<file path="src/fdss_pkg.sv">
// Shared types and constants for the floppy drive select/step/status core.
// No dependencies.
`default_nettype none
package fdss_pkg;

    localparam logic [2:0] ACT_PORTB  = 3'd0;
    localparam logic [2:0] ACT_STATUS = 3'd1;
    localparam logic [2:0] ACT_FRAME  = 3'd2;
    localparam logic [2:0] ACT_MEDIA  = 3'd3;
    localparam logic [2:0] ACT_RESET  = 3'd4;

    // port B bit positions
    localparam int PB_STEP_N = 0;
    localparam int PB_DIR    = 1;
    localparam int PB_SIDE_N = 2;
    localparam int PB_SEL_N  = 3;
    localparam int PB_MTR_N  = 7;

    // port A bit positions (active low)
    localparam int PA_CHANGE = 2;
    localparam int PA_TRACK0 = 4;
    localparam int PA_READY  = 5;
    localparam int PA_LMB    = 6;
    localparam int PA_FIRE   = 7;

    localparam int CYL_W = 7;
    localparam int DIV_W = 4;

    typedef struct packed {
        logic [7:0]       status_byte;
        logic [CYL_W-1:0] cylinder;
        logic             head_side;
        logic             motor_on;
        logic             index_pulse;
        logic             track_readable;
    } result_t;

endpackage
`default_nettype wire

</file>
<file path="src/floppy_drive_select_step_status_core.sv">
// Top level of the floppy drive select/step/status core: handshake and skid.
// Depends on fdss_pkg and fdss_drive.
//
// Usage:
//   Input channel (in_valid / in_stall) carries one item: action, port_value,
//   disk_present, left_button, fire_button. Output channel (out_valid /
//   out_stall) carries one result item per input item, in order.
//   An item is taken on a rising edge with valid high and stall low.
//   The result goes into the output register, or the skid register while
//   the output is held. Throughput: one item per cycle while in_stall is
//   low; drive state updates as each item is taken, so items may follow back to back.
//   When the receiver stalls, the output register holds its result and a
//   one-entry skid register takes one more item; in_stall rises only while
//   the skid entry is full.
//   Reset (rst_n low, asynchronous) clears all drive state to its power-up
//   values and empties the output and skid registers.
`default_nettype none
module floppy_drive_select_step_status_core #(
    parameter int MAX_CYLINDER = 82,
    parameter int INDEX_DIVIDE = 10
) (
    input  wire logic       clk,
    input  wire logic       rst_n,
    input  wire logic       in_valid,
    output logic            in_stall,
    input  wire logic [2:0] action,
    input  wire logic [7:0] port_value,
    input  wire logic       disk_present,
    input  wire logic       left_button,
    input  wire logic       fire_button,
    output logic            out_valid,
    input  wire logic       out_stall,
    output logic [7:0]      status_byte,
    output logic [6:0]      cylinder,
    output logic            head_side,
    output logic            motor_on,
    output logic            index_pulse,
    output logic            track_readable
);
    import fdss_pkg::*;

    result_t res;
    result_t out_data_reg;
    result_t skid_data_reg;
    logic    out_valid_reg;
    logic    skid_valid_reg;
    logic    accept;
    logic    pop;

    assign in_stall = skid_valid_reg;
    assign accept   = in_valid & ~skid_valid_reg;
    assign pop      = out_valid_reg & ~out_stall;

    fdss_drive #(
        .MAX_CYLINDER(MAX_CYLINDER),
        .INDEX_DIVIDE(INDEX_DIVIDE)
    ) u_drive (
        .clk         (clk),
        .rst_n       (rst_n),
        .accept      (accept),
        .action      (action),
        .port_value  (port_value),
        .disk_present(disk_present),
        .left_button (left_button),
        .fire_button (fire_button),
        .result      (res)
    );

    always_ff @(posedge clk or negedge rst_n)
    begin
        if (!rst_n)
        begin
            out_valid_reg  <= 1'b0;
            skid_valid_reg <= 1'b0;
        end
        else if (skid_valid_reg)
        begin
            if (pop)
            begin
                skid_valid_reg <= 1'b0;
            end
        end
        else if (accept)
        begin
            if (out_valid_reg && !pop)
            begin
                skid_valid_reg <= 1'b1;
            end
            else
            begin
                out_valid_reg <= 1'b1;
            end
        end
        else if (pop)
        begin
            out_valid_reg <= 1'b0;
        end
    end

    always_ff @(posedge clk)
    begin
        if (skid_valid_reg)
        begin
            if (pop)
            begin
                out_data_reg <= skid_data_reg;
            end
        end
        else if (accept)
        begin
            if (out_valid_reg && !pop)
            begin
                skid_data_reg <= res;
            end
            else
            begin
                out_data_reg <= res;
            end
        end
    end

    assign out_valid      = out_valid_reg;
    assign status_byte    = out_data_reg.status_byte;
    assign cylinder       = out_data_reg.cylinder;
    assign head_side      = out_data_reg.head_side;
    assign motor_on       = out_data_reg.motor_on;
    assign index_pulse    = out_data_reg.index_pulse;
    assign track_readable = out_data_reg.track_readable;

endmodule
`default_nettype wire

</file>
<file path="src/fdss_drive.sv">
// Drive state registers and per-item update; produces the result of the item.
// Depends on fdss_pkg.
`default_nettype none
module fdss_drive #(
    parameter int MAX_CYLINDER = 82,
    parameter int INDEX_DIVIDE = 10
) (
    input  wire logic             clk,
    input  wire logic             rst_n,
    input  wire logic             accept,
    input  wire logic [2:0]       action,
    input  wire logic [7:0]       port_value,
    input  wire logic             disk_present,
    input  wire logic             left_button,
    input  wire logic             fire_button,
    output fdss_pkg::result_t     result
);
    import fdss_pkg::*;

    localparam logic [CYL_W-1:0] CYL_MAX = CYL_W'(MAX_CYLINDER);
    localparam logic [DIV_W-1:0] DIV_MAX = DIV_W'(INDEX_DIVIDE);

    logic [CYL_W-1:0] cyl_reg, cyl_next;
    logic             side_reg, side_next;
    logic             motor_reg, motor_next;
    logic             sel_reg, sel_next;
    logic             step_reg, step_next;
    logic             chg_reg, chg_next;
    logic [DIV_W-1:0] div_reg, div_next;
    logic [DIV_W-1:0] div_inc;
    logic             pulse;
    logic             sel_in;

    always_comb
    begin
        cyl_next   = cyl_reg;
        side_next  = side_reg;
        motor_next = motor_reg;
        sel_next   = sel_reg;
        step_next  = step_reg;
        chg_next   = chg_reg;
        div_next   = div_reg;
        pulse      = 1'b0;
        sel_in     = ~port_value[PB_SEL_N];
        div_inc    = div_reg + DIV_W'(1);
        unique case (action)
            ACT_PORTB:
            begin
                side_next = ~port_value[PB_SIDE_N];
                if (sel_in && !sel_reg)
                begin
                    motor_next = ~port_value[PB_MTR_N];
                end
                sel_next = sel_in;
                if (sel_in && step_reg && !port_value[PB_STEP_N])
                begin
                    if (port_value[PB_DIR])
                    begin
                        if (cyl_reg != '0)
                        begin
                            cyl_next = cyl_reg - CYL_W'(1);
                        end
                    end
                    else if (cyl_reg < CYL_MAX)
                    begin
                        cyl_next = cyl_reg + CYL_W'(1);
                    end
                    if (disk_present)
                    begin
                        chg_next = 1'b0;
                    end
                end
                step_next = port_value[PB_STEP_N];
            end
            ACT_FRAME:
            begin
                if (motor_reg)
                begin
                    if (div_inc >= DIV_MAX)
                    begin
                        div_next = '0;
                        pulse    = 1'b1;
                    end
                    else
                    begin
                        div_next = div_inc;
                    end
                end
            end
            ACT_MEDIA:
            begin
                chg_next = 1'b1;
            end
            ACT_RESET:
            begin
                step_next  = 1'b1;
                motor_next = 1'b0;
                sel_next   = 1'b0;
            end
            default:
            begin
                // status read and unused codes: no state change
            end
        endcase
    end

    always_comb
    begin
        result.status_byte = 8'hFF;
        if (left_button)
        begin
            result.status_byte[PA_LMB] = 1'b0;
        end
        if (fire_button)
        begin
            result.status_byte[PA_FIRE] = 1'b0;
        end
        if (!disk_present || chg_next)
        begin
            result.status_byte[PA_CHANGE] = 1'b0;
        end
        if (cyl_next == '0)
        begin
            result.status_byte[PA_TRACK0] = 1'b0;
        end
        if (sel_next && (!motor_next || disk_present))
        begin
            result.status_byte[PA_READY] = 1'b0;
        end
        result.cylinder       = cyl_next;
        result.head_side      = side_next;
        result.motor_on       = motor_next;
        result.index_pulse    = pulse;
        result.track_readable = disk_present & sel_next & motor_next;
    end

    always_ff @(posedge clk or negedge rst_n)
    begin
        if (!rst_n)
        begin
            cyl_reg   <= '0;
            side_reg  <= 1'b0;
            motor_reg <= 1'b0;
            sel_reg   <= 1'b0;
            step_reg  <= 1'b1;
            chg_reg   <= 1'b1;
            div_reg   <= '0;
        end
        else if (accept)
        begin
            cyl_reg   <= cyl_next;
            side_reg  <= side_next;
            motor_reg <= motor_next;
            sel_reg   <= sel_next;
            step_reg  <= step_next;
            chg_reg   <= chg_next;
            div_reg   <= div_next;
        end
    end

endmodule
`default_nettype wire

</file>
<file path="config.mk">
export PLATFORM = sky130hd
export DESIGN_NAME = floppy_drive_select_step_status_core
export DESIGN_NICKNAME = d
export VERILOG_FILES = /design/src/fdss_pkg.sv /design/src/floppy_drive_select_step_status_core.sv /design/src/fdss_drive.sv
export SDC_FILE = /design/constraint.sdc
export NUM_CORES = 1
export LEC_CHECK = 0
export ABC_CLOCK_PERIOD_IN_PS = 6300
export BUFFER_PORTS_ARGS = -buffer_cell sky130_fd_sc_hd__buf_2
export CORE_ASPECT_RATIO = 1.4
export CORE_MARGIN = 1
export CORE_UTILIZATION = 35
export CTS_CLUSTER_SIZE = 30
export DETAILED_ROUTE_END_ITERATION = 10
export PLACE_DENSITY_LB_ADDON = 0.05
export REMOVE_ABC_BUFFERS = 1
export SYNTH_ARGS = -nofsm -noshare
export SYNTH_HDL_FRONTEND = slang
export SYNTH_HIERARCHICAL = 1
export SYNTH_SLANG_ARGS = --single-unit
</file>
<file path="constraint.sdc">
create_clock -name clk -period 6.3 [get_ports clk]
set_input_delay 0.315 -clock clk [delete_from_list [all_inputs] [get_ports clk]]
set_output_delay 0.315 -clock clk [all_outputs]
set_load 0.02 [all_outputs]
</file>
# ---- After elaboration in Yosys (flattened, before gate mapping)
# Index checks and enable logic that the tools add are counted.
dict set report classes {
  bitwise 9
  eq_ne 6
  reduce_logical 23
  n_mux 33
  n_lt_le_gt_ge 2
  n_addsub 3
}
# op count
set ops {}
lappend ops {{19-bit two-way mux} 4}
lappend ops {{7-bit two-way mux} 5}
lappend ops {{1-bit two-way mux} 19}
lappend ops {{3-bit AND reduction} 4}
lappend ops {{1-bit case mux with 2 select lines} 4}
lappend ops {{7-bit by 1-bit adder with 7-bit output (second input constant)} 1}
lappend ops {{7-bit zero test} 1}
lappend ops {{7-bit less-than comparator (second input constant)} 1}
lappend ops {{7-bit nonzero test} 1}
lappend ops {{7-bit by 1-bit subtractor with 7-bit output (second input constant)} 1}
lappend ops {{3-bit by 2-bit equality test with 1-bit output (second input constant)} 2}
lappend ops {{2-bit nonzero test} 3}
lappend ops {{1-bit logical AND} 5}
lappend ops {{1-bit zero test} 5}
lappend ops {{1-bit NOT} 5}
lappend ops {{4-bit by 1-bit adder with 4-bit output (second input constant)} 1}
lappend ops {{1-bit bitwise AND} 4}
lappend ops {{4-bit >= comparator (second input constant)} 1}
lappend ops {{4-bit two-way mux} 1}
lappend ops {{2-bit inequality test (second input constant)} 2}
lappend ops {{3-bit equality test (second input constant)} 1}
lappend ops {{3-bit zero test} 1}
lappend ops {{1-bit logical OR} 2}
lappend ops {{2-bit by 1-bit inequality test with 1-bit output (second input constant)} 1}
lappend ops {{2-bit AND reduction} 1}
dict set report totals {
  in_bits 18
  register_bits 53
  output_inout_bits 21
}

# ---- Depth between registers and ports, before layout
# Gate-level depths: netlist (run 1).
dict set report logic_depth {
  depth_word 11
  mapped_depth 9
  mapped_depth_nobuf 9
}

# ---- By module
# The synthesis (run 1) kept the hierarchy.
# module cells_each area_per_inst_um2 instances
set by_module_without_submodules {}
lappend by_module_without_submodules {floppy_drive_select_step_status_core 72 1478.9 1}
lappend by_module_without_submodules {fdss_drive 184 1416.4 1}

# ---- Least setup slack after synthesis (run 1)
# No wires, ideal clock.
dict set report synth_path {
  path_type {reg2reg}
  startpoint {register u_drive.cyl_reg[1]}
  endpoint {register out_data_reg (netlist bit status_byte[4]) (data pin)}
  setup_time_ns 0.260
  t_arrival_ns 2.381
  path_slack_ns 3.660
  path_stages_with_launch 10
  synth_period_minus_slack_ns 2.640
  path_cell_list {dfrtp_1 -> inv_1 -> ha_1 -> or4b_1 -> o31ai_1 -> or4_4 -> o211ai_2 -> nor3_2 -> nand4_1 -> mux2_2}
}
# item line
set synth_lines {}
lappend synth_lines {{start: declaration} fdss_drive.sv:23} ;# logic [CYL_W-1:0] cyl_reg, cyl_next;
lappend synth_lines {{start signal: assignment} fdss_drive.sv:151} ;# cyl_reg <= cyl_next;
lappend synth_lines {{end signal: assignment} floppy_drive_select_step_status_core.sv:106} ;# out_data_reg <= skid_data_reg;
lappend synth_lines {{end signal: assignment} floppy_drive_select_step_status_core.sv:117} ;# out_data_reg <= res;
lappend synth_lines {{end: declaration} floppy_drive_select_step_status_core.sv:43} ;# result_t out_data_reg;

==> out/metrics.json, run 1 <==
{
  "status": "finished, final reports clean",
  "detailed_route_iter0_violations": 99,
  "synth_most_common_cell": "edfxtp_1",
  "critical_path_arrival_ns": 3.19,
  "yosys_register_bits": 56,
  "cts_setup_buffers": 0,
  "io_pins": 39,
  "track_usage": 0.145,
  "clock_tree.buffer_depth": 2,
  "synth_commonest_cells": "edfxtp_1 (38), nand2_1 (27), mux2_2 (22)",
  "worstPathCellList": "inv_1, ha_1, or4b_1, o31ai_1, or4_4, o211ai_2, nor3_2, nand4_1, mux2_2",
  "worst_skew_pair.late_latency_ns": 0.31,
  "drive_gt1_frac": 0.268,
  "die-area_um2": 8650,
  "crit_path_start_kind": "register",
  "h-tree-depth": 2,
  "fin_total_pwr_mw": 1.31,
  "timing_max_transition_violations_final": 0,
  "drt.antenna.violating_nets": 0,
  "synth_top_flop_cell": "edfxtp_1",
  "final_nets": 306,
  "hold_buffers": 1,
  "drt_drc_violations_left": 0,
  "clkSlewWorstSetupHoldPaths_ns": 0.10,
  "buffer_ports.inserted": 35,
  "dp.final_hpwl_um": 4000,
  "worst_pin_slew_ns": 1.10,
  "floorplan.core_area_um2": 7890,
  "first_global_vias": 1834,
  "timing_limited_maximum_frequency_ghz": 0.320,
  "max-cap-violations": 0,
  "max_stage_delay_ns": 0.62,
  "fin_setup_tns_ns": 0,
  "crit_path_end_kind": "register",
  "dr.pass1.iters": 4,
  "largest_register_ffs": 19,
  "hold_violations": 0,
  "synth_cells": 256,
  "timing.critical_path.required_ns": 6.37,
  "ys_warn_count": 6,
  "crit_fanout": 8,
  "grt_start_max_net_pins": 25,
  "grt_setup_unrepaired": "false",
  "floorplan.rows": 38,
  "layout-area-overhead-vs-synth_pct": 10.3,
  "wirelength_per_cell_um": 15.1,
  "slew-limit-headroom": 0.260,
  "avg_cell_area_syn_um2": 11.3,
  "ctsResizeCount": 0,
  "via_count": 1948,
  "cts_buffers": 5,
  "share_of_the_clock_period_used_by_the_worst_path_after_layout": 0.495,
  "fin_skew_ns": 0.00813,
  "floorplan.die.width_um": 78.9,
  "filler_cell_count": 812,
  "holdCritPathClass": "in -> reg",
  "fp.dieH_um": 110,
  "yosysTopAreaCellShare": 0.394,
  "global_route_wire_length_before_repair_um": 9550,
  "synth-edff-count": 38,
  "static_leakage_power_nw": 1.20,
  "synth_cell_types": 51,
  "drt-vias-per-instance": 5.07,
  "netlist.top_cell.by_area": "edfxtp_1",
  "grt_overflow_total": 0,
  "post_synth_instance_area_um2": 2900,
  "clkSinkCount": 56,
  "antenna_found_initial": 0,
  "synth.area.top_cells": "edfxtp_1 (39%), dfrtp_1 (14%), mux2_2 (8.6%), nand2_1 (3.5%), o21ai_0 (2.8%)",
  "critPathSlowestCell": "o31ai_1",
  "criticalPathCategory": "reg -> reg",
  "clockRootBuffer": "clkbuf_8",
  "synth-async-reset-ratio": 0.321,
  "routabilityCongestion": 0.782,
  "antenna_cells_inserted": 0,
  "powerDensity_nw_per_um2": 410,
  "start_util": 0.367,
  "cts_tree": "done",
  "setup_viol_count_final": 0,
  "routed_wirelength_um": 5780,
  "timing.final.crit_period_ns": 3.12,
  "ir_worst_vdd_mv": 0.167,
  "synth.yosys.seq_area_share": 0.551
}
==> cells by family after synthesis <==
kind of cell	Yosys count	synth area share
AOI/OAI and AO/OA	56	0.128
xor gates and xnor gates	5	0.0151
adders and majority gates	5	0.0216
buffers and inverters	33	0.0596
DFF	56	0.551
muxes	22	0.0856
other	1	0.00130
and+or+nand+nor	78	0.138
==> final timing paths <==
path | startpoint | to | slack (ns) | cells past startpoint
max | u_drive/cyl_reg[1] | status_byte[4] | 3.18 | 9
min | port_value[2] | u_drive/side_reg | 0.19 | 2
max reg2reg | u_drive/cyl_reg[1] | status_byte[4] | 3.18 | 9
min reg2reg | u_drive/step_reg | u_drive/step_reg | 0.49 | 2
max in group asynchronous | rst_n | u_drive/step_reg | 5.48 | 2
min in group asynchronous | rst_n | u_drive/div_reg[1] | 0.47 | 2
==> cell usage in the layout, fill, tap and decap left out, types with 2 or more instances in the layout <==
cell / n
or2_2: 2
nor2_1: 16
nor2b_1: 3
dfstp_2: 2
a211oi_1: 3
conb_1: 3
or4_1: 2
dfrtp_1: 16
nand2b_1: 2
a22oi_1: 2
o21ai_0: 16
o21a_1: 3
mux2_2: 22
buf_2: 35
and3_1: 2
o31ai_1: 4
a21o_1: 3
or4_4: 2
ha_1: 5
o22ai_1: 2
a31oi_1: 2
nand2_1: 27
a21oi_1: 8
xnor2_1: 4
a21boi_0: 3
inv_1: 14
nand3b_1: 2
nor3_1: 5
nor4_1: 2
clkbuf_8: 5
nand4_1: 3
nand3_1: 5
edfxtp_1: 38
==> worst max-delay path, delay by kind of cell (launching register included) <==
kind / cells / cell delay, ns
flip-flops: 1 / 0.48
adder cells (fa/ha/maj): 1 / 0.17
multiplexers: 1 / 0.29
AND/OR/NAND/NOR: 4 / 1.03
AO/OA/AOI/OAI: 2 / 0.76
buffers and inverters: 1 / 0.14
==> stage by stage <==
stage | instances | setup slack (ns) | utilization | hold WS [ns] | cell area (um2)
final | 384 | 3.18 | 0.405 | 0.190 | 3190
after global routing | 384 | 3.01 | 0.405 | 0.194 | 3190
after CTS | 384 | 3.18 | 0.405 | 0.179 | 3190
after detailed placement | 375 | 3.19 | 0.392 | 0.296 | 3090
after global placement | 375 | 3.22 | 0.392 | 0.296 | 3090
after floorplan | 239 | 3.66 | - | 0.0194 | 2780
==> where the power goes <==
group	internal, mW	switching, mW
sequential	0.539	0.111
combinational	0.192	0.268
clock	0.0795	0.120
total	0.810	0.500
==> layer usage <==
layer	wire length, um	up-vias	GRT usage
li1	-	971	-
met1	2580	932	0.184
met2	2890	36	0.248
met3	198	9	0.0207
met4	112	0	0.0623
met5	0	-	0
==> area by class of cell <==
| type | count | area, um2 | share of cell area |
|---|---|---|---|
| Clock inverter | 2 | 16.3 | 0.00509 |
| Tap cell | 100 | 125 | 0.0392 |
| Inverter | 14 | 52.6 | 0.0165 |
| Sequential cell | 56 | 1590 | 0.499 |
| Timing Repair Buffer | 37 | 193 | 0.0603 |
| Multi-Input combinational cell | 169 | 1140 | 0.357 |
| Clock buffer | 6 | 72.6 | 0.0227 |
No activity file was read; power rests on OpenSTA's default activity.
==> run 2: changes to the inputs <==
--- a/config.mk
+++ b/config.mk
@@ -5,7 +5,7 @@
 export SDC_FILE = /design/constraint.sdc
 export NUM_CORES = 1
 export LEC_CHECK = 0
-export ABC_CLOCK_PERIOD_IN_PS = 6300
+export ABC_CLOCK_PERIOD_IN_PS = 3000
 export BUFFER_PORTS_ARGS = -buffer_cell sky130_fd_sc_hd__buf_2
 export CORE_ASPECT_RATIO = 1.4
 export CORE_MARGIN = 1
==> constraint.sdc (replaced) <==
create_clock -name clk -period 3 [get_ports clk]
set_input_delay 0.15 -clock clk [delete_from_list [all_inputs] [get_ports clk]]
set_output_delay 0.15 -clock clk [all_outputs]
set_load 0.02 [all_outputs]
==> run 2 against run 1 <==
  * Die area unchanged
  * Via count up 2.5%
  * Utilization up 1.1 points
  * Non-clock buffer count up 12
  * Count of clock-buffer cells in the layout unchanged
  * Wire length down 0.55%
  * Critical endpoint unchanged
==> out/metrics.json, run 2 (synthesized netlist as in run 1, its figures left out) <==
{
  "status": "finished, final reports clean",
  "timing_limited_maximum_frequency": {"value": 0.353, "unit": "GHz", "change": "+10%"},
  "multiInputGateArea": {"value": 1140, "unit": "um2", "change": "unchanged"},
  "slew-limit-headroom": {"value": 0.671, "change": "+0.411"},
  "fin_skew": {"value": 0.00600, "unit": "ns", "change": "-0.00213 ns"},
  "clkSinkCount": {"value": 56, "change": "unchanged"},
  "placedInstanceArea": {"value": 3180, "unit": "um2", "change": "+2.9%"},
  "worst_pin_slew": {"value": 0.489, "unit": "ns", "change": "-0.614 ns"},
  "static_leakage_power": {"value": 1.26, "unit": "nW", "change": "+4.9%"},
  "switching_portion_of_total_power": {"value": 0.374, "change": "-0.00774"},
  "crit_path_start_kind": "register",
  "start_util": {"value": 0.367, "change": "unchanged"},
  "crit_fanout": {"value": 8, "change": "unchanged"},
  "ir_worst_vdd": {"value": 0.317, "unit": "mV", "change": "+90%"},
  "buffer_ports.inserted": {"value": 35, "change": "unchanged"},
  "final_cell_count_no_fill": {"value": 396, "change": "+3.1%"},
  "area.sequential": {"value": 1590, "unit": "um2", "change": "unchanged"},
  "grt_start_max_net_pins": {"value": 19, "change": "-24%"},
  "p_comb_frac": {"value": 0.401, "change": "+0.050"},
  "grt_setup_unrepaired": "false",
  "crit-reg2reg-launch": "u_drive/cyl_reg[1]",
  "crit_path_end_kind": "register",
  "floorplan.core_area": {"value": 7890, "unit": "um2", "change": "unchanged"},
  "global_route_wire_length_before_repair": {"value": 9310, "unit": "um", "change": "-2.5%"},
  "timing.final.crit_period": {"value": 2.83, "unit": "ns", "change": "-0.290 ns"},
  "wirelength_per_cell": {"value": 14.5, "unit": "um", "change": "-3.6%"},
  "critical_path_arrival": {"value": 2.90, "unit": "ns", "change": "-0.29 ns"},
  "clock_tree.buffer_depth": {"value": 2, "change": "unchanged"},
  "worst_skew_pair.late_latency": {"value": 0.30, "unit": "ns", "change": "about the same"},
  "hold_path_end": "u_drive/side_reg",
  "io_pins": {"value": 39, "change": "unchanged"},
  "setup_viol_count_final": {"value": 0, "change": "unchanged"},
  "power.net_switching": {"value": 1.05, "unit": "mW", "change": "+110%"},
  "clockPowerShare": {"value": 0.148, "change": "-0.005"},
  "critical_path.top_delay_family": "simple AND/OR/NAND/NOR gates",
  "pwr-share-seq": {"value": 0.451, "change": "-0.045"},
  "holdCritPathClass": "in -> reg",
  "antenna_cells_inserted": {"value": 0, "change": "unchanged"},
  "first_global_vias": {"value": 1888, "change": "+2.9%"},
  "drive_gt1_frac": {"value": 0.297, "change": "+0.0297"},
  "max_stage_delay": {"value": 0.48, "unit": "ns", "change": "-0.14 ns"},
  "routed_wirelength": {"value": 5750, "unit": "um", "change": "-0.55%"},
  "dp.final_hpwl": {"value": 4200, "unit": "um", "change": "+5.0%"},
  "ff2ff_path_depth": {"value": 10, "change": "+1"},
  "final_cell_mix": "edfxtp_1 (38), buf_2 (35), nand2_1 (27)",
  "dr.pass1.iters": {"value": 4, "change": "unchanged"},
  "final_nets": {"value": 318, "change": "+3.9%"},
  "largest_register_ffs": {"value": 19, "change": "unchanged"},
  "cts_tree": "done",
  "fin_setup_tns": {"value": 0, "unit": "ns", "change": "unchanged"},
  "max-cap-violations": {"value": 0, "change": "unchanged"},
  "floorplan.die.width": {"value": 78.9, "unit": "um", "change": "unchanged"},
  "layout-area-overhead-vs-synth_pct": 13.4,
  "worstPathCellList": "inv_1, ha_1, or4b_1, o31ai_1, buf_4, or4_1, nand3_2, nor3_2, nand4_1, mux2_2",
  "cell_internal_power_dissipation": {"value": 1.76, "unit": "mW", "change": "+120%"},
  "drt-vias-per-instance": {"value": 5.04, "change": "-0.59%"},
  "worst_r2r_endpoint": "status_byte[4]",
  "cts_buffers": {"value": 5, "change": "unchanged"},
  "worst-path-buf-inv": {"value": 2, "change": "+1"},
  "floorplan.rows": {"value": 38, "change": "unchanged"},
  "drt_drc_violations_left": {"value": 0, "change": "unchanged"},
  "clockRootBuffer": "clkbuf_8",
  "share_of_the_clock_period_used_by_the_worst_path_after_layout": {"value": 0.944, "change": "+0.448"},
  "filler_cell_count": {"value": 810, "change": "-0.25%"},
  "hold_depth": {"value": 2, "change": "unchanged"},
  "worst_hold_startpoint": "port_value[2]",
  "h-tree-depth": {"value": 2, "change": "unchanged"},
  "die-area": {"value": 8650, "unit": "um2", "change": "unchanged"},
  "reg2reg_slack": {"value": 0.17, "unit": "ns", "change": "-3.01 ns"},
  "timing_max_transition_violations_final": {"value": 0, "change": "unchanged"},
  "critPathSlowestCell": "dfrtp_1",
  "track_usage": {"value": 0.141, "change": "-0.00454"},
  "detailed_route_iter0_violations": {"value": 64, "change": "-35%"},
  "via_count": {"value": 1997, "change": "+2.5%"},
  "grt_overflow_total": {"value": 0, "change": "unchanged"},
  "post-route-cell-area": {"value": 3280, "unit": "um2", "change": "+2.8%"},
  "routabilityCongestion": {"value": 0.856, "change": "+9.4%"},
  "hold_violations": {"value": 0, "change": "unchanged"},
  "fp.dieH": {"value": 110, "unit": "um", "change": "unchanged"},
  "timing.critical_path.required": {"value": 3.07, "unit": "ns", "change": "-3.30 ns"},
  "final_common_cell": "edfxtp_1",
  "clkSlewWorstSetupHoldPaths": {"value": 0.10, "unit": "ns", "change": "about the same"},
  "criticalPathCategory": "reg -> reg",
  "drt.antenna.violating_nets": {"value": 0, "change": "unchanged"},
  "dp.cells": {"value": 387, "change": "+3.2%"},
  "powerDensity": {"value": 857, "unit": "nW/um2", "change": "+110%"},
  "antenna_found_initial": {"value": 0, "change": "unchanged"},
  "cts_setup_buffers": {"value": 0, "change": "unchanged"}
}
[run 2: area by class of cell]
type                       count  share of cell area
clock buffer                   6              0.0221
sequential                    56               0.486
clock inverter                 2             0.00495
timing repair buffer          49              0.0861
multi-input combinational    169               0.347
inverter                      14              0.0160
tap                          100              0.0381
[run 2: worst max path at each step]
stage | startpoint | to | slack [ns] | cells past startpoint
3_5_place_dp | u_drive/cyl_reg[1] | status_byte[4] | 0.19 | 10
4_1_cts | u_drive/cyl_reg[1] | status_byte[4] | 0.17 | 10
5_1_grt | u_drive/cyl_reg[1] | status_byte[4] | 0.005 | 10
3_3_place_gp | u_drive/cyl_reg[1] | status_byte[4] | 0.21 | 10
6_report | u_drive/cyl_reg[1] | status_byte[4] | 0.17 | 10
2_1_floorplan | u_drive/cyl_reg[1] | status_byte[4] | 0.36 | 9
[run 2: power groups by stage]
stage / sequential [mW] / clock (mW) / combinational [mW]
floorplan: 1.47 / 0 / 0.567
global placement: 1.29 / 0 / 1.14
detailed placement: 1.29 / 0 / 1.15
CTS: 1.27 / 0.439 / 1.15
global route: 1.30 / 0.467 / 1.25
finish: 1.27 / 0.417 / 1.13
[run 2: metal layers]
metal / track usage / up-vias / share of wire
met1: 0.173 / 962 / 0.45
met2: 0.250 / 30 / 0.50
met3: 0.0216 / 4 / 0.031
li1: - / 1001 / -
met5: 0 / - / 0
met4: 0.0506 / 0 / 0.012
[run 2: repair_timing]
| action | in CTS | in global routing |
|---|---|---|
| hold buffers | 1 | 0 |
| resized for setup | 0 | 0 |
| hold endpoints to repair | 16 | 0 |
[run 2: per-stage QoR]
stage | setup slack [ns] | utilization | hold slack, ns | power [mW]
2_1_floorplan | 0.360 | - | -0.146 | 2.04
3_3_place_gp | 0.208 | 0.403 | 0.143 | 2.43
3_5_place_dp | 0.185 | 0.403 | 0.142 | 2.44
4_1_cts | 0.169 | 0.416 | 0.0308 | 2.86
5_1_grt | 0.00540 | 0.416 | 0.0292 | 3.01
6_report | 0.169 | 0.416 | 0.0400 | 2.81
==> run 3: changes to the inputs <==
--- a/config.mk
+++ b/config.mk
@@ -8,8 +8,8 @@
 export ABC_CLOCK_PERIOD_IN_PS = 3000
 export BUFFER_PORTS_ARGS = -buffer_cell sky130_fd_sc_hd__buf_2
 export CORE_ASPECT_RATIO = 1.4
-export CORE_MARGIN = 1
-export CORE_UTILIZATION = 35
+export CORE_UTILIZATION = 58
+export CTS_CLUSTER_DIAMETER = 200
 export CTS_CLUSTER_SIZE = 30
 export DETAILED_ROUTE_END_ITERATION = 10
 export PLACE_DENSITY_LB_ADDON = 0.05
==> run 3 against run 2 <==
  * Worst hold slack gained 0.0051 ns
  * Fmax grew 5.6%
  * Critical path depth shrank 1
  * First-iteration DRC count grew 48%
  * Largest power group unchanged
  * Highest routed layer unchanged
==> out/metrics.json, run 3 (synthesized netlist as in run 1, its figures left out) <==
{
  "holdCritPathClass": "in -> reg",
  "slew-limit-headroom": {"value": 0.659, "change": "-0.0118"},
  "grt_start_max_net_pins": {"value": 25, "change": "+6"},
  "global_route_wire_length_before_repair": {"value": 8430, "unit": "um", "change": "-9.4%"},
  "setup_viol_count_final": {"value": 0, "change": "unchanged"},
  "first_global_vias": {"value": 1874, "change": "-0.74%"},
  "clkSlewWorstSetupHoldPaths": {"value": 0.10, "unit": "ns", "change": "about the same"},
  "fin_total_pwr": {"value": 2.79, "unit": "mW", "change": "-0.77%"},
  "static_leakage_power": {"value": 1.25, "unit": "nW", "change": "-0.47%"},
  "grt_overflow_total": {"value": 0, "change": "unchanged"},
  "worst_hold_startpoint": "port_value[2]",
  "crit_fanout": {"value": 4, "change": "-4"},
  "via_count": {"value": 2044, "change": "+2.4%"},
  "crit_path_end_kind": "register",
  "clockRootBuffer": "clkbuf_8",
  "final_nets": {"value": 316, "change": "-0.63%"},
  "routabilityCongestion": {"value": 0.936, "change": "+9.4%"},
  "share_of_the_clock_period_used_by_the_worst_path_after_layout": {"value": 0.893, "change": "-0.0504"},
  "worst_pin_slew": {"value": 0.507, "unit": "ns", "change": "+0.0176 ns"},
  "hold_path_end": "u_drive/side_reg",
  "drt-vias-per-instance": {"value": 5.71, "change": "+13%"},
  "timing_max_transition_violations_final": {"value": 0, "change": "unchanged"},
  "track_usage": {"value": 0.213, "change": "+0.0723"},
  "fin_skew": {"value": 0.00579, "unit": "ns", "change": "-0.000215 ns"},
  "hold_depth": {"value": 2, "change": "unchanged"},
  "reg2reg_slack": {"value": 0.32, "unit": "ns", "change": "+0.15 ns"},
  "io_pins": {"value": 39, "change": "unchanged"},
  "antenna_cells_inserted": {"value": 0, "change": "unchanged"},
  "critical_path_arrival": {"value": 2.75, "unit": "ns", "change": "-0.15 ns"},
  "drt.antenna.violating_nets": {"value": 0, "change": "unchanged"},
  "largest_register_ffs": {"value": 19, "change": "unchanged"},
  "buffer_ports.inserted": {"value": 35, "change": "unchanged"},
  "fin_setup_tns": {"value": 0, "unit": "ns", "change": "unchanged"},
  "floorplan.rows": {"value": 30, "change": "-21%"},
  "status": "finished, final reports clean",
  "wirelength_per_cell": {"value": 14.4, "unit": "um", "change": "-0.93%"},
  "floorplan.die.width": {"value": 61.7, "unit": "um", "change": "-22%"},
  "crit_path_start_kind": "register",
  "finish.utilization": {"value": 0.671, "change": "+0.255"},
  "ff2ff_path_depth": {"value": 9, "change": "-1"},
  "layout-area-overhead-vs-synth_pct": 11.4,
  "final_cell_count_no_fill": {"value": 358, "change": "-9.6%"},
  "drive_gt1_frac": {"value": 0.296, "change": "-0.00138"},
  "detailed_route_iter0_violations": {"value": 95, "change": "+48%"},
  "routed_wirelength": {"value": 5150, "unit": "um", "change": "-10%"},
  "cts_setup_buffers": {"value": 0, "change": "unchanged"},
  "antenna_found_initial": {"value": 0, "change": "unchanged"},
  "dp.cells": {"value": 349, "change": "-9.8%"},
  "ir_worst_vdd": {"value": 0.569, "unit": "mV", "change": "+80%"},
  "die-area": {"value": 5280, "unit": "um2", "change": "-39%"},
  "dr.pass1.iters": {"value": 4, "change": "unchanged"},
  "final_common_cell": "edfxtp_1",
  "timing_limited_maximum_frequency": {"value": 0.373, "unit": "GHz", "change": "+5.6%"},
  "hold_violations": {"value": 0, "change": "unchanged"},
  "drt_drc_violations_left": {"value": 0, "change": "unchanged"},
  "powerDensity": {"value": 866, "unit": "nW/um2", "change": "+1.0%"},
  "final_cell_mix": "edfxtp_1 (38), buf_2 (35), nand2_1 (27)",
  "timing.final.crit_period": {"value": 2.68, "unit": "ns", "change": "-0.151 ns"},
  "dp.final_hpwl": {"value": 3680, "unit": "um", "change": "-12%"},
  "worst_skew_pair.late_latency": {"value": 0.31, "unit": "ns", "change": "about the same"},
  "place_worst_setup_slack": {"value": 0.361, "unit": "ns", "change": "+0.176 ns"},
  "fin_ws": {"value": 0.321, "unit": "ns", "change": "+0.151 ns"},
  "crit-reg2reg-launch": "u_drive/cyl_reg[1]",
  "cts_buffers": {"value": 5, "change": "unchanged"},
  "max-cap-violations": {"value": 0, "change": "unchanged"},
  "worst_r2r_endpoint": "status_byte[4]",
  "start_util": {"value": 0.603, "change": "+0.236"},
  "clkSinkCount": {"value": 56, "change": "unchanged"},
  "cts_tree": "done",
  "grt_setup_unrepaired": "false",
  "fp.dieH": {"value": 85.6, "unit": "um", "change": "-22%"},
  "floorplan.core_area": {"value": 4800, "unit": "um2", "change": "-39%"},
  "criticalPathCategory": "reg -> reg",
  "clock_tree.buffer_depth": {"value": 2, "change": "unchanged"},
  "h-tree-depth": {"value": 2, "change": "unchanged"},
  "timing.critical_path.required": {"value": 3.07, "unit": "ns", "change": "about the same"}
}
==> run 3: changes by cell type in the layout (fill, tap and decap cells not counted) <==
cell / change
clkinv_2: +1
inv_6: +1
clkinv_4: -1
buf_4: -2
clkbuf_1: -1
==> run 3: worst max path at each step <==
stage | from | end | slack, ns | depth (start not counted)
6_report | u_drive/cyl_reg[1] | status_byte[4] | 0.32 | 9
5_1_grt | u_drive/cyl_reg[1] | status_byte[4] | 0.14 | 9
4_1_cts | u_drive/cyl_reg[1] | status_byte[4] | 0.34 | 10
3_5_place_dp | u_drive/cyl_reg[1] | status_byte[4] | 0.36 | 10
3_3_place_gp | u_drive/cyl_reg[1] | status_byte[4] | 0.41 | 10
2_1_floorplan | u_drive/cyl_reg[1] | status_byte[4] | 0.36 | 9
==> run 3: area by class of cell <==
class	instances	area, um2
clock buffers	5	68.8
clock inverters	3	21.3
fillers	417	1580
inverters	14	52.6
multi-input cells	169	1140
flip-flops and latches	56	1590
well taps	64	80.1
repair buffers	47	268
==> run 3: routing by layer <==
metal	GRT usage	vias to the layer above	share of wire
met5	0	-	0
met4	0.0747	0	0.018
met3	0.0362	8	0.040
met2	0.344	54	0.50
met1	0.285	982	0.44
li1	-	1000	-
==> run 3: timing repair <==
item / 4_1_cts / 5_1_grt
gates resized for setup: 0 / 0
hold buffers: 1 / 0
endpoints found under the hold margin: 16 / 0
==> run 3: worst max-delay path, stage by stage, from the launching register on <==
cell	delay, ns
dfrtp_1	0.39
inv_1	0.10
ha_1	0.17
or4b_1	0.46
o31ai_1	0.31
buf_4	0.19
o22ai_1	0.07
a22oi_1	0.28
nand4_1	0.18
mux2_2	0.29
==> run 3: power breakdown <==
group	total [mW]	internal (mW)	switching, mW
clock	0.420	0.166	0.253
sequential	1.26	1.13	0.133
combinational	1.11	0.452	0.659
total	2.79	1.75	1.04
==> run 3: metrics by stage <==
stage               cell area (um2)  hold slack [ns]
floorplan                      2780           -0.146
global placement               3120            0.124
detailed placement             3120            0.126
CTS                            3220           0.0409
global route                   3220           0.0498
finish                         3220           0.0450
